## src/rtl/core/xmodem_block_receiver_unit_macros.svh

```systemverilog
// assertion macros for the xmodem block receiver unit
// no dependencies; included by files that carry concurrent checks
`ifndef XMODEM_BLOCK_RECEIVER_UNIT_MACROS_SVH
`define XMODEM_BLOCK_RECEIVER_UNIT_MACROS_SVH
`ifndef SYNTHESIS
// same-cycle implication, sampled on clk, off during reset
`define XBR_ASSERT_NOW(lbl, ante, cons) \
    lbl: assert property (@(posedge clk) disable iff (!rst_n) (ante) |-> (cons)) \
        else $error("xmodem receiver check failed");
// next-cycle implication, sampled on clk, off during reset
`define XBR_ASSERT_NEXT(lbl, ante, cons) \
    lbl: assert property (@(posedge clk) disable iff (!rst_n) (ante) |=> (cons)) \
        else $error("xmodem receiver check failed");
`else
`define XBR_ASSERT_NOW(lbl, ante, cons)
`define XBR_ASSERT_NEXT(lbl, ante, cons)
`endif
`endif

```

## src/rtl/core/xbr_pkg.sv

```systemverilog
// shared types, protocol characters and crc helper for the xmodem receiver
// no dependencies
`timescale 1ns / 1ps

package xbr_pkg;

    // default data bytes per block
    localparam int XBR_BLOCK_BYTES = 128;

    // item opcodes
    localparam logic [1:0] OP_START = 2'd0;
    localparam logic [1:0] OP_BYTE  = 2'd1;
    localparam logic [1:0] OP_TICK  = 2'd2;

    // configuration register indexes
    localparam logic [7:0] CFG_CRC_MODE      = 8'd0;
    localparam logic [7:0] CFG_LINE_FEED     = 8'd1;
    localparam logic [7:0] CFG_START_TIMEOUT = 8'd2;
    localparam logic [7:0] CFG_BYTE_TIMEOUT  = 8'd3;

    // line characters
    localparam logic [7:0] CH_SOH = 8'h01;
    localparam logic [7:0] CH_EOT = 8'h04;
    localparam logic [7:0] CH_ACK = 8'h06;
    localparam logic [7:0] CH_NAK = 8'h15;
    localparam logic [7:0] CH_CAN = 8'h18;
    localparam logic [7:0] CH_C   = 8'h43;
    localparam logic [7:0] CH_SUB = 8'h1A;
    localparam logic [7:0] CH_CR  = 8'h0D;

    localparam logic [15:0] CRC_POLY = 16'h1021;
    localparam logic [15:0] SILENCE_MAX = 16'hFFFF;

    // verdict codes
    localparam logic [1:0] VERDICT_NONE   = 2'd0;
    localparam logic [1:0] VERDICT_ACCEPT = 2'd1;
    localparam logic [1:0] VERDICT_REJECT = 2'd2;

    // status codes
    localparam logic [1:0] STATUS_IDLE      = 2'd0;
    localparam logic [1:0] STATUS_RECEIVING = 2'd1;
    localparam logic [1:0] STATUS_COMPLETE  = 2'd2;
    localparam logic [1:0] STATUS_CANCELLED = 2'd3;

    // receiver phases, one-hot
    typedef enum logic [9:0] {
        PH_IDLE   = 10'b00_0000_0001,
        PH_SOH    = 10'b00_0000_0010,
        PH_NUM    = 10'b00_0000_0100,
        PH_COMP   = 10'b00_0000_1000,
        PH_DATA   = 10'b00_0001_0000,
        PH_CHI    = 10'b00_0010_0000,
        PH_CLO    = 10'b00_0100_0000,
        PH_PURGE  = 10'b00_1000_0000,
        PH_DONE   = 10'b01_0000_0000,
        PH_CANCEL = 10'b10_0000_0000
    } phase_t;

    // input item
    typedef struct packed {
        logic [1:0] opcode;
        logic [7:0] rx_byte;
    } xbr_in_t;

    // result item
    typedef struct packed {
        logic       reply_valid;
        logic [7:0] reply_byte;
        logic       data_valid;
        logic [7:0] data_byte;
        logic [1:0] verdict;
        logic [7:0] block_number;
        logic [1:0] status;
    } xbr_out_t;

    // crc-16/xmodem over one byte, msb first
    function automatic logic [15:0] crc16_update(input logic [15:0] crc,
                                                 input logic [7:0]  b);
        logic [15:0] c;
        c = crc ^ {b, 8'h00};
        for (int k = 0; k < 8; k++) begin
            if (c[15])
                c = {c[14:0], 1'b0} ^ CRC_POLY;
            else
                c = {c[14:0], 1'b0};
        end
        return c;
    endfunction

endpackage

```

## src/rtl/core/xmodem_block_receiver_unit.sv

```systemverilog
// xmodem block receiver: framing, crc/sum check, replies and data delivery
// depends on xbr_pkg and xmodem_block_receiver_unit_macros.svh
`timescale 1ns / 1ps
`include "xmodem_block_receiver_unit_macros.svh"

// channel  | handshake            | payload
// ---------+----------------------+------------------------------------
// in       | in_valid / in_ready  | in_data   (opcode, rx_byte)
// out      | out_valid/ out_ready | out_data  (reply, data, verdict, ...)
// cfg      | cfg_valid/ cfg_ready | cfg_index, cfg_data
//
// one item per cycle: the state update and the crc byte step sit between the
// accepted item and the result register, so the result appears in the next cycle.
// a full result register stalls input only while out_ready is low.
// reset (rst_n, async) sets config to its defaults and the receiver idle.
// cfg_ready is always high; writes to unknown indexes are dropped.

module xmodem_block_receiver_unit
    import xbr_pkg::*;
#(
    parameter int BLOCK_BYTES = XBR_BLOCK_BYTES
) (
    input  logic        clk,
    input  logic        rst_n,
    input  logic        in_valid,
    output logic        in_ready,
    input  xbr_in_t     in_data,
    output logic        out_valid,
    input  logic        out_ready,
    output xbr_out_t    out_data,
    input  logic        cfg_valid,
    output logic        cfg_ready,
    input  logic [7:0]  cfg_index,
    input  logic [15:0] cfg_data
);

    localparam int IDX_W = $clog2(BLOCK_BYTES);

    // configuration
    logic        crc_mode_reg;
    logic        line_feed_mode_reg;
    logic [15:0] start_timeout_reg;
    logic [15:0] byte_timeout_reg;

    // receiver state
    phase_t           phase_reg, phase_next;
    logic [7:0]       expected_block_reg, expected_block_next;
    logic [IDX_W-1:0] byte_index_reg, byte_index_next;
    logic [15:0]      crc_acc_reg, crc_acc_next;
    logic [7:0]       sum_acc_reg, sum_acc_next;
    logic [7:0]       crc_high_reg, crc_high_next;
    logic [15:0]      silence_reg, silence_next;
    logic [7:0]       pending_reply_reg, pending_reply_next;
    logic             eot_seen_reg, eot_seen_next;

    // result register
    logic     out_valid_reg;
    xbr_out_t out_data_reg;
    xbr_out_t result;

    logic        in_accept;
    logic        active;
    logic [7:0]  start_code;
    logic [15:0] silence_inc;
    logic [15:0] limit;
    logic        check_ok;

    assign in_ready  = !out_valid_reg || out_ready;
    assign in_accept = in_valid && in_ready;
    assign out_valid = out_valid_reg;
    assign out_data  = out_data_reg;
    assign cfg_ready = 1'b1;

    assign active = !(phase_reg == PH_IDLE || phase_reg == PH_DONE
                      || phase_reg == PH_CANCEL);
    assign start_code  = crc_mode_reg ? CH_C : CH_NAK;
    assign silence_inc = (silence_reg == SILENCE_MAX) ? silence_reg
                                                      : silence_reg + 16'd1;
    assign limit    = (phase_reg == PH_SOH) ? start_timeout_reg : byte_timeout_reg;
    assign check_ok = crc_mode_reg ? ({crc_high_reg, in_data.rx_byte} == crc_acc_reg)
                                   : (in_data.rx_byte == sum_acc_reg);

    // next state and result of one item
    always_comb
    begin
        phase_next          = phase_reg;
        expected_block_next = expected_block_reg;
        byte_index_next     = byte_index_reg;
        crc_acc_next        = crc_acc_reg;
        sum_acc_next        = sum_acc_reg;
        crc_high_next       = crc_high_reg;
        silence_next        = silence_reg;
        pending_reply_next  = pending_reply_reg;
        eot_seen_next       = eot_seen_reg;
        result              = '0;

        unique case (in_data.opcode)
            OP_START:
            begin
                expected_block_next = 8'd1;
                byte_index_next     = '0;
                crc_acc_next        = '0;
                sum_acc_next        = '0;
                crc_high_next       = '0;
                silence_next        = '0;
                pending_reply_next  = '0;
                eot_seen_next       = 1'b0;
                phase_next          = PH_SOH;
                result.reply_valid  = 1'b1;
                result.reply_byte   = start_code;
            end
            OP_BYTE:
            begin
                if (active)
                begin
                    silence_next = '0;
                    unique case (phase_reg)
                        PH_SOH:
                        begin
                            if (in_data.rx_byte == CH_EOT)
                            begin
                                result.reply_valid = 1'b1;
                                result.reply_byte  = CH_ACK;
                                phase_next         = PH_DONE;
                            end
                            else if (in_data.rx_byte == CH_CAN)
                                phase_next = PH_CANCEL;
                            else if (in_data.rx_byte == CH_SOH)
                                phase_next = PH_NUM;
                            else
                            begin
                                phase_next         = PH_PURGE;
                                pending_reply_next = CH_NAK;
                            end
                        end
                        PH_NUM:
                        begin
                            if (in_data.rx_byte == expected_block_reg)
                                phase_next = PH_COMP;
                            else
                            begin
                                phase_next         = PH_PURGE;
                                pending_reply_next = CH_NAK;
                            end
                        end
                        PH_COMP:
                        begin
                            if (in_data.rx_byte == ~expected_block_reg)
                            begin
                                phase_next      = PH_DATA;
                                byte_index_next = '0;
                                crc_acc_next    = '0;
                                sum_acc_next    = '0;
                                crc_high_next   = '0;
                                eot_seen_next   = 1'b0;
                            end
                            else
                            begin
                                phase_next         = PH_PURGE;
                                pending_reply_next = CH_NAK;
                            end
                        end
                        PH_DATA:
                        begin
                            crc_acc_next = crc16_update(crc_acc_reg, in_data.rx_byte);
                            sum_acc_next = sum_acc_reg + in_data.rx_byte;
                            // text mode drops cr and everything from the first sub
                            if (line_feed_mode_reg)
                            begin
                                eot_seen_next = eot_seen_reg || (in_data.rx_byte == CH_SUB);
                                if (!eot_seen_next && in_data.rx_byte != CH_CR)
                                begin
                                    result.data_valid = 1'b1;
                                    result.data_byte  = in_data.rx_byte;
                                end
                            end
                            else
                            begin
                                result.data_valid = 1'b1;
                                result.data_byte  = in_data.rx_byte;
                            end
                            byte_index_next = byte_index_reg + 1'b1;
                            if (byte_index_reg == IDX_W'(BLOCK_BYTES - 1))
                                phase_next = crc_mode_reg ? PH_CHI : PH_CLO;
                        end
                        PH_CHI:
                        begin
                            crc_high_next = in_data.rx_byte;
                            phase_next    = PH_CLO;
                        end
                        PH_CLO:
                        begin
                            if (check_ok)
                            begin
                                result.reply_valid  = 1'b1;
                                result.reply_byte   = CH_ACK;
                                result.verdict      = VERDICT_ACCEPT;
                                expected_block_next = expected_block_reg + 8'd1;
                                phase_next          = PH_SOH;
                            end
                            else
                            begin
                                result.verdict     = VERDICT_REJECT;
                                phase_next         = PH_PURGE;
                                pending_reply_next = CH_NAK;
                            end
                        end
                        default:
                        begin
                            // purge: byte only restarts the quiet time
                        end
                    endcase
                end
            end
            OP_TICK:
            begin
                if (active)
                begin
                    silence_next = silence_inc;
                    if (silence_inc >= limit)
                    begin
                        if (phase_reg == PH_SOH)
                        begin
                            phase_next         = PH_PURGE;
                            pending_reply_next = start_code;
                            silence_next       = '0;
                        end
                        else if (phase_reg == PH_PURGE)
                        begin
                            result.reply_valid = 1'b1;
                            result.reply_byte  = pending_reply_reg;
                            phase_next         = PH_SOH;
                            silence_next       = '0;
                        end
                        else
                        begin
                            // timeout once data began rejects the block
                            if (phase_reg == PH_DATA || phase_reg == PH_CHI
                                || phase_reg == PH_CLO)
                                result.verdict = VERDICT_REJECT;
                            phase_next         = PH_PURGE;
                            pending_reply_next = CH_NAK;
                            silence_next       = '0;
                        end
                    end
                end
            end
            default:
            begin
                // unused opcode: result only
            end
        endcase

        // purge entry always restarts the quiet time
        if (phase_next == PH_PURGE && phase_reg != PH_PURGE)
            silence_next = '0;

        result.block_number = expected_block_next;
        unique case (phase_next)
            PH_IDLE:   result.status = STATUS_IDLE;
            PH_DONE:   result.status = STATUS_COMPLETE;
            PH_CANCEL: result.status = STATUS_CANCELLED;
            default:   result.status = STATUS_RECEIVING;
        endcase
    end

    // configuration registers
    always_ff @(posedge clk or negedge rst_n)
    begin
        if (!rst_n)
        begin
            crc_mode_reg       <= 1'b1;
            line_feed_mode_reg <= 1'b0;
            start_timeout_reg  <= 16'd10;
            byte_timeout_reg   <= 16'd2;
        end
        else if (cfg_valid && cfg_ready)
        begin
            unique case (cfg_index)
                CFG_CRC_MODE:      crc_mode_reg       <= cfg_data[0];
                CFG_LINE_FEED:     line_feed_mode_reg <= cfg_data[0];
                CFG_START_TIMEOUT: start_timeout_reg  <= cfg_data;
                CFG_BYTE_TIMEOUT:  byte_timeout_reg   <= cfg_data;
                default:
                begin
                end
            endcase
        end
    end

    // receiver state, updated per accepted item
    always_ff @(posedge clk or negedge rst_n)
    begin
        if (!rst_n)
        begin
            phase_reg          <= PH_IDLE;
            expected_block_reg <= 8'd1;
            byte_index_reg     <= '0;
            crc_acc_reg        <= '0;
            sum_acc_reg        <= '0;
            crc_high_reg       <= '0;
            silence_reg        <= '0;
            pending_reply_reg  <= '0;
            eot_seen_reg       <= 1'b0;
        end
        else if (in_accept)
        begin
            phase_reg          <= phase_next;
            expected_block_reg <= expected_block_next;
            byte_index_reg     <= byte_index_next;
            crc_acc_reg        <= crc_acc_next;
            sum_acc_reg        <= sum_acc_next;
            crc_high_reg       <= crc_high_next;
            silence_reg        <= silence_next;
            pending_reply_reg  <= pending_reply_next;
            eot_seen_reg       <= eot_seen_next;
        end
    end

    // result valid flag
    always_ff @(posedge clk or negedge rst_n)
    begin
        if (!rst_n)
            out_valid_reg <= 1'b0;
        else if (in_accept)
            out_valid_reg <= 1'b1;
        else if (out_ready)
            out_valid_reg <= 1'b0;
    end

    // result payload
    always_ff @(posedge clk)
    begin
        if (in_accept)
            out_data_reg <= result;
    end

    // a start item always opens a transfer at block one with a reply
    `XBR_ASSERT_NEXT(a_start_opens,
        in_accept && in_data.opcode == OP_START,
        out_valid && out_data.reply_valid && out_data.block_number == 8'd1
        && out_data.status == STATUS_RECEIVING)
    // a delivered data byte never comes with a reply or a verdict
    `XBR_ASSERT_NOW(a_data_alone,
        out_valid && out_data.data_valid,
        !out_data.reply_valid && out_data.verdict == VERDICT_NONE)
    // an accepted block is always acknowledged
    `XBR_ASSERT_NOW(a_accept_acks,
        out_valid && out_data.verdict == VERDICT_ACCEPT,
        out_data.reply_valid && out_data.reply_byte == CH_ACK)
    // reply byte reads zero when no reply is sent
    `XBR_ASSERT_NOW(a_reply_clean,
        out_valid && !out_data.reply_valid,
        out_data.reply_byte == 8'd0)

endmodule

```

## config.mk

```make
export PLATFORM = sky130hd
export DESIGN_NAME = xmodem_block_receiver_unit
export DESIGN_NICKNAME = d
export VERILOG_FILES = /design/src/rtl/core/xbr_pkg.sv /design/src/rtl/core/xmodem_block_receiver_unit.sv
export VERILOG_INCLUDE_DIRS = /design/src /design/src/rtl/core
export SDC_FILE = /design/constraint.sdc
export NUM_CORES = 1
export LEC_CHECK = 0
export ABC_AREA = 1
export BUFFER_PORTS_ARGS = -buffer_cell sky130_fd_sc_hd__clkbuf_2
export CAP_MARGIN = 0
export CORE_ASPECT_RATIO = 0.75
export CORE_UTILIZATION = 41
export DETAILED_ROUTE_END_ITERATION = 16
export GPL_ROUTABILITY_DRIVEN = 0
export PLACE_DENSITY = 0.56
export SETUP_SLACK_MARGIN = 0.1
export SYNTH_ARGS = -nofsm -noshare
export SYNTH_HDL_FRONTEND = slang
export SYNTH_SLANG_ARGS = --single-unit
```

## constraint.sdc

```tcl
create_clock -name clk -period 3.7 [get_ports clk]
set_input_delay 1.11 -clock clk [delete_from_list [all_inputs] [get_ports clk]]
set_output_delay 1.11 -clock clk [all_outputs]
set_load 0.1 [all_outputs]
```

==> flow_summary.toml, run 1 <==
[global_routing]
grt_antenna_before_repair = 0
gr-usage-all-layers = 0.232
first_pass_grt_wire_length_um = 37900
grt.overflow.total = 0
largest_net_degree_at_the_start_of_global_routing = 46
grt_pass1_vias = 6906

[routing]
antenna_violating_nets_post_route = 0
drc = 0
num_vias = 7654
route.detailed.wl_per_inst_um = 16.5
drt_iter0_markers = 657
drt_wl_total_um = 24700
drtPass1Iterations = 5
via_count_normalized_by_instance_count = 5.12

[sta]
tightestPinTransition_ns = 0.668
drv_slew = 0
period_needed_ns = 3.85
post-route-period-util = 1.04
final.setup_skew_ns = 0.0119
rsz0062_at_grt = "yes"
max_freq_ghz = 0.260
setup_ws_ns = -0.151
finalHoldViolCount = 0
hold-worst-slack_ns = 0.481
setup_viol_count_final = 2
max_slew_margin = 0.555

[placed_design]
io_buffer_count = 67
dpl.cell_count = 1444
post-dp-hpwl_um = 17800
preCtsSetupSlack_ns = -0.0641

[layout]
final_core_density = 0.520
n_antenna_cell = 0
nets = 1269
synthToLayoutAreaGrowth_pct = 23.5
drive_gt1_frac = 0.245
number_of_flip_flops_under_the_largest_register_name = 27
final-instance-count-excl-fill = 1494
fillers = 1932

[clock_tree]
cts_buffers = 17
cts_tree = "done"
clk_pin_slew_ns = 0.06
ctsLongestPathBuffers = 2
cts_htree_levels = 4
tritoncts_num_sinks = 139
master_cell_of_the_clock_root_buffer = "clkbuf_16"
insertion_delay_ns = 0.44

[setup_path]
critPathArrivalTime_ns = 4.05
worstPathMaxFanout = 4
worst_path_max_delay_cell = "dfrtp_1"
worst_path_largest_cell_delay_ns = 0.44
cp_cell_sequence = "nand3_1 > inv_1 > nand3_2 > nor2_2 > nand2_1 > nor4_4 > inv_1 > a21oi_1 > inv_1 > ha_1 > nand2_1 > nor4_4 > nand2_2 > nand2_4 > buf_6 > nand2_2 > nand4_1 > nand3_2 > nand2_1 > nand2_2 > nor2_4 > nand3_2 > nand2_1 > inv_1"
regToRegEndpoint = "out_data[0]"
worst_r2r_path_depth = 24
cp.required_ns = 3.90
setup.reg_to_reg.worst_slack_ns = -0.15
rr_startpoint = "silence_reg[2]"
timing.setup.critical_path_class = "flip-flop to flip-flop"
timing.critical_path.from_type = "flip-flop"
path_delay_family = "simple AND/OR/NAND/NOR gates"
cp.buffers_inverters = 5
endpoint_kind = "flip-flop"

[die]
ioPinCount = 72
floorplan.die.width_um = 169
floorplan.die_area_um2 = 21600
floorplan.initialDensity = 0.421
placementRows = 45
core-area_um2 = 20400
chipHeight_um = 128

[synth]
postSynth.asyncResetShare = 0.806
synth.cell_area_um2 = 8610
number_of_instances_in_the_synthesized_netlist = 1090
synth-edff-count = 27
synth-seq-area-share = 0.420
yosys_warnings = 0
synth_top_flop_cell = "dfrtp_1"
ys_ff_latch = 139
post_synth.cell_area_avg_um2 = 7.90
synth_cell_types = 53

[power_and_ir_drop]
power_leakage_nw = 5.20
max-vdd-ir-drop_v = 0.000322
power_density_nw_per_um2 = 507

[hold_path]
timing.hold.worst.class = "flip-flop to flip-flop"
min_to = "sum_acc_reg[0]"
min-delay-start = "sum_acc_reg[0]"
hold_depth = 2

[status]
violations = "setup timing"
outcome = "complete, but fails checks"

[job]
cap_violations = 0
[metrics by stage]
stage	TNS, ns	cell area (µm²)	power (mW)
2_1_floorplan	0	8620	2.86
3_3_place_gp	0	9430	3.24
3_5_place_dp	-0.0959	9430	3.24
4_1_cts	0	10200	5.21
5_1_grt	-0.794	10600	5.63
6_report	-0.244	10600	5.39
[what timing repair did]
action / CTS / global route
pin swaps: 5 / 35
hold buffers: 0 / 0
gates resized for setup: 11 / 84
setup endpoints to repair: 4 / 31
setup buffers: 4 / 14
[cell usage after synthesis (3+ instances only)]
master / instances / area, µm²
nand3_1: 68 / 340
nand2_1: 286 / 1070
nand3_2: 5 / 50.1
nor2_2: 7 / 43.8
xor2_1: 17 / 149
o31ai_1: 12 / 90.1
inv_1: 122 / 458
clkbuf_1: 13 / 48.8
o22ai_1: 13 / 81.3
nand2_4: 7 / 78.8
nor2_1: 72 / 270
edfxtp_1: 27 / 811
buf_4: 7 / 52.6
dfrtp_1: 106 / 2650
buf_2: 12 / 60.1
nand4_1: 12 / 75.1
a21oi_1: 37 / 185
nor2_4: 8 / 90.1
a21oi_2: 5 / 43.8
xnor2_1: 20 / 175
nor3_2: 4 / 40.0
o21a_1: 3 / 22.5
ha_1: 30 / 375
o21ai_0: 83 / 415
dfstp_2: 6 / 158
a31oi_1: 3 / 18.8
mux2i_1: 15 / 150
nor4_1: 7 / 43.8
o21ai_1: 10 / 50.1
inv_2: 17 / 63.8
nand2_2: 11 / 68.8
nor3_1: 16 / 80.1
[how the worst max path moves through the flow]
stage | startpoint | endpoint | depth (start not counted)
after floorplan | silence_reg[0] | out_data[0] | 23
after global placement | silence_reg[2] | out_data[0] | 24
after detailed placement | silence_reg[0] | out_data[0] | 24
after CTS | silence_reg[0] | out_data[0] | 22
after global routing | silence_reg[2] | out_data[0] | 24
final | silence_reg[2] | out_data[0] | 24
[metal layers]
layer / track usage / up-vias / wire, µm
li1: - / 3787 / -
met1: 0.372 / 3578 / 12800
met2: 0.303 / 256 / 9780
met3: 0.0536 / 33 / 1730
met4: 0.0641 / 0 / 366
met5: 0 / - / 0
[worst register-to-register path, cell delays in order, from the launching register on]
cell and delay [ns]:
dfrtp_1 0.44, nand3_1 0.11, inv_1 0.16, nand3_2 0.18
nor2_2 0.15, nand2_1 0.12, nor4_4 0.19, inv_1 0.10
a21oi_1 0.18, inv_1 0.10, ha_1 0.32, nand2_1 0.12
nor4_4 0.31, nand2_2 0.15, nand2_4 0.11, buf_6 0.11
nand2_2 0.05, nand4_1 0.10, nand3_2 0.10, nand2_1 0.08
nand2_2 0.08, nor2_4 0.15, nand3_2 0.10, nand2_1 0.07
inv_1 0.03
[power by group]
part	internal, mW	switching (mW)	total (mW)
sequential	1.67	0.0958	1.76
clock	1.25	0.677	1.93
combinational	0.569	1.13	1.70
total	3.49	1.90	5.39
[cells by family after synthesis]
logic type,synth area share
fa+ha+maj,0.0459
xor+xnor,0.0376
flops,0.420
buf+inv,0.0831
compound gates,0.115
simple gates,0.279
mux,0.0174
other cells,0.000872
[placed cells by master (no fill, tap or decap), types with 4 or more instances in the layout]
cell / netlist / routed
a21oi_1: 37 / 30
a21oi_2: 5 / 10
buf_4: 7 / 46
buf_6: 0 / 6
bufinv_16: 0 / 5
clkbuf_16: 0 / 17
clkbuf_2: 0 / 66
conb_1: 2 / 4
dfrtp_1: 106 / 106
dfstp_2: 6 / 6
edfxtp_1: 27 / 27
ha_1: 30 / 28
inv_1: 122 / 119
inv_2: 17 / 18
inv_4: 2 / 4
mux2i_1: 15 / 15
nand2_1: 286 / 267
nand2_2: 11 / 24
nand2_4: 7 / 13
nand3_1: 68 / 55
nand3_2: 5 / 16
nand4_1: 12 / 12
nor2_1: 72 / 64
nor2_2: 7 / 13
nor2_4: 8 / 10
nor3_1: 16 / 14
nor3_4: 1 / 4
nor4_1: 7 / 4
o21ai_0: 83 / 78
o21ai_1: 10 / 12
o21ai_2: 1 / 4
o22ai_1: 13 / 13
o31ai_1: 12 / 12
xnor2_1: 20 / 19
xor2_1: 17 / 15
[cell type report]
cell class,instances,area (µm²),share of cell area
clock buffer,22,474,0.0446
clock inverter,10,188,0.0176
inverter,142,542,0.0509
multi-input combinational,778,4650,0.438
sequential,139,3620,0.340
tap,282,353,0.0332
timing repair buffer,121,803,0.0755
No activity file was read; power rests on OpenSTA's default activity.
==> run 2, diff against run 1 <==
CTS_CLUSTER_SIZE = 40   (was unset)
GPL_ROUTABILITY_DRIVEN = unset   (was 0)
MAX_ROUTING_LAYER = met4   (was unset)
==> flow_summary.toml, run 2 (same netlist as run 1, synthesis figures left out) <==
[status]
outcome = "complete, no violations"

[setup_path]
path_common_cell = "nand2_2"
timing.critical_path.from_type = "flip-flop"
worst_path_max_delay_cell = "dfrtp_1"
worst_path_largest_cell_delay_ns = 0.42
cp.required_ns = 3.90
setup.reg_to_reg.worst_slack_ns = 0.01
endpoint_kind = "flip-flop"
critPathArrivalTime_ns = 3.88
timing.setup.critical_path_class = "flip-flop to flip-flop"
worstPathMaxFanout = 4
worst_r2r_path_depth = 28

[hold_path]
hold_depth = 2
timing.hold.worst.class = "flip-flop to flip-flop"

[layout]
mostFrequentLayoutCell = "nand2_1"
fillers = 2005
final_core_density = 0.507
drive_gt1_frac = 0.226
n_antenna_cell = 0
number_of_flip_flops_under_the_largest_register_name = 27
nets = 1265
footprint_of_the_multi_input_gates_um2 = 4550
synthToLayoutAreaGrowth_pct = 20.4
ff_latch_area_um2 = 3620
postLayoutCellArea_um2 = 10400
layout_common_cells = "nand2_1, inv_1, dfrtp_1"

[power_and_ir_drop]
p_seq_frac = 0.348
total_switching_power_mw = 1.96
clock_group_share_of_total_power = 0.336
power_density_nw_per_um2 = 487
max-vdd-ir-drop_v = 0.000341
power_leakage_nw = 5.09
internal_power_mw = 3.08
p_comb_frac = 0.316
power.share.switching = 0.389

[die]
floorplan.die.width_um = 169
floorplan.die_area_um2 = 21600
placementRows = 45
core-area_um2 = 20400
ioPinCount = 72
chipHeight_um = 128
floorplan.initialDensity = 0.421

[sta]
setup_viol_count_final = 0
rsz0062_at_grt = "yes"
max_slew_margin = 0.552
post-route-period-util = 0.996
period_needed_ns = 3.69
max_freq_ghz = 0.271
final.setup_skew_ns = 0.0139
tightestPinTransition_ns = 0.673
hold-worst-slack_ns = 0.479
drv_slew = 0
finalHoldViolCount = 0

[global_routing]
first_pass_grt_wire_length_um = 37400
grt_pass1_vias = 6777
grt_antenna_before_repair = 0
grt.overflow.total = 0
largest_net_degree_at_the_start_of_global_routing = 48
gr-usage-all-layers = 0.235

[clock_tree]
insertion_delay_ns = 0.44
cts.hold.buffers_added = 0
tritoncts_num_sinks = 139
clk_pin_slew_ns = 0.07
cts_htree_levels = 4
cts_buffers = 17
ctsLongestPathBuffers = 2
cts_tree = "done"
master_cell_of_the_clock_root_buffer = "clkbuf_16"

[routing]
via_count_normalized_by_instance_count = 5.03
drt_iter0_markers = 750
route.detailed.wl_per_inst_um = 16.0
num_vias = 7489
drc = 0
drt_wl_total_um = 23800
antenna_violating_nets_post_route = 0
drtPass1Iterations = 6

[placed_design]
post-dp-hpwl_um = 17700
placed_instance_area_um2 = 9420
io_buffer_count = 67
finalWeightedCongestion = 0.946

[job]
cap_violations = 0
## run 2: routing by layer
layer | routed length [µm] | track usage | vias to the layer above
li1 | - | - | 3787
met1 | 13300 | 0.382 | 3496
met2 | 9110 | 0.289 | 196
met3 | 1300 | 0.0499 | 10
met4 | 116 | 0.0382 | 0
met5 | 0 | - | -
## run 2: stage by stage
| step | setup TNS (ns) | std cells | setup slack [ns] | power [mW] |
|---|---|---|---|---|
| 2_1_floorplan | 0 | 1092 | 0.309 | 2.86 |
| 6_report | 0 | 1490 | 0.0143 | 5.05 |
| 3_3_place_gp | 0 | 1444 | 0.0235 | 3.25 |
| 3_5_place_dp | -0.0446 | 1444 | -0.0446 | 3.25 |
| 4_1_cts | 0 | 1480 | 0.122 | 4.97 |
| 5_1_grt | -0.312 | 1490 | -0.176 | 5.32 |
## run 2: path summary, 6_finish.rpt
kind,startpoint,endpoint
min in group asynchronous,rst_n,start_timeout_reg[15]
max reg2reg,silence_reg[1],out_data[0]
min reg2reg,sum_acc_reg[0],sum_acc_reg[0]
max,silence_reg[1],out_data[0]
min,sum_acc_reg[0],sum_acc_reg[0]
max in group asynchronous,rst_n,sum_acc_reg[1]
## run 2: power groups by stage
stage	combinational (mW)	clock, mW	sequential [mW]
after floorplan	0.931	0	1.93
after global placement	1.46	0	1.79
after detailed placement	1.46	0	1.78
after CTS	1.49	1.72	1.76
after global routing	1.75	1.79	1.77
final	1.60	1.69	1.76
## run 2: repair_timing
item | 4_1_cts | 5_1_grt
buffers inserted | 4 | 10
gates resized for setup | 13 | 50
pin swaps | 8 | 30
hold endpoints to repair | 0 | 0
endpoints found under the setup margin | 3 | 19
## run 2: cell type report
cell class	instances	share of cell area
Clock inverter	15	0.0142
Clock buffer	17	0.0410
Tap cell	282	0.0340
Inverter	142	0.0520
Sequential cell	139	0.349
Timing Repair Buffer	117	0.0714
Multi-Input combinational cell	778	0.438
## run 2: worst max-delay path, delay by kind of cell (launching register included)
family | cells | cell delay [ns]
xor gates and xnor gates | 1 | 0.16
AOI/OAI and AO/OA | 1 | 0.14
buffers and inverters | 4 | 0.39
and+or+nand+nor | 20 | 1.88
adders and majority gates | 2 | 0.47
DFF | 1 | 0.42
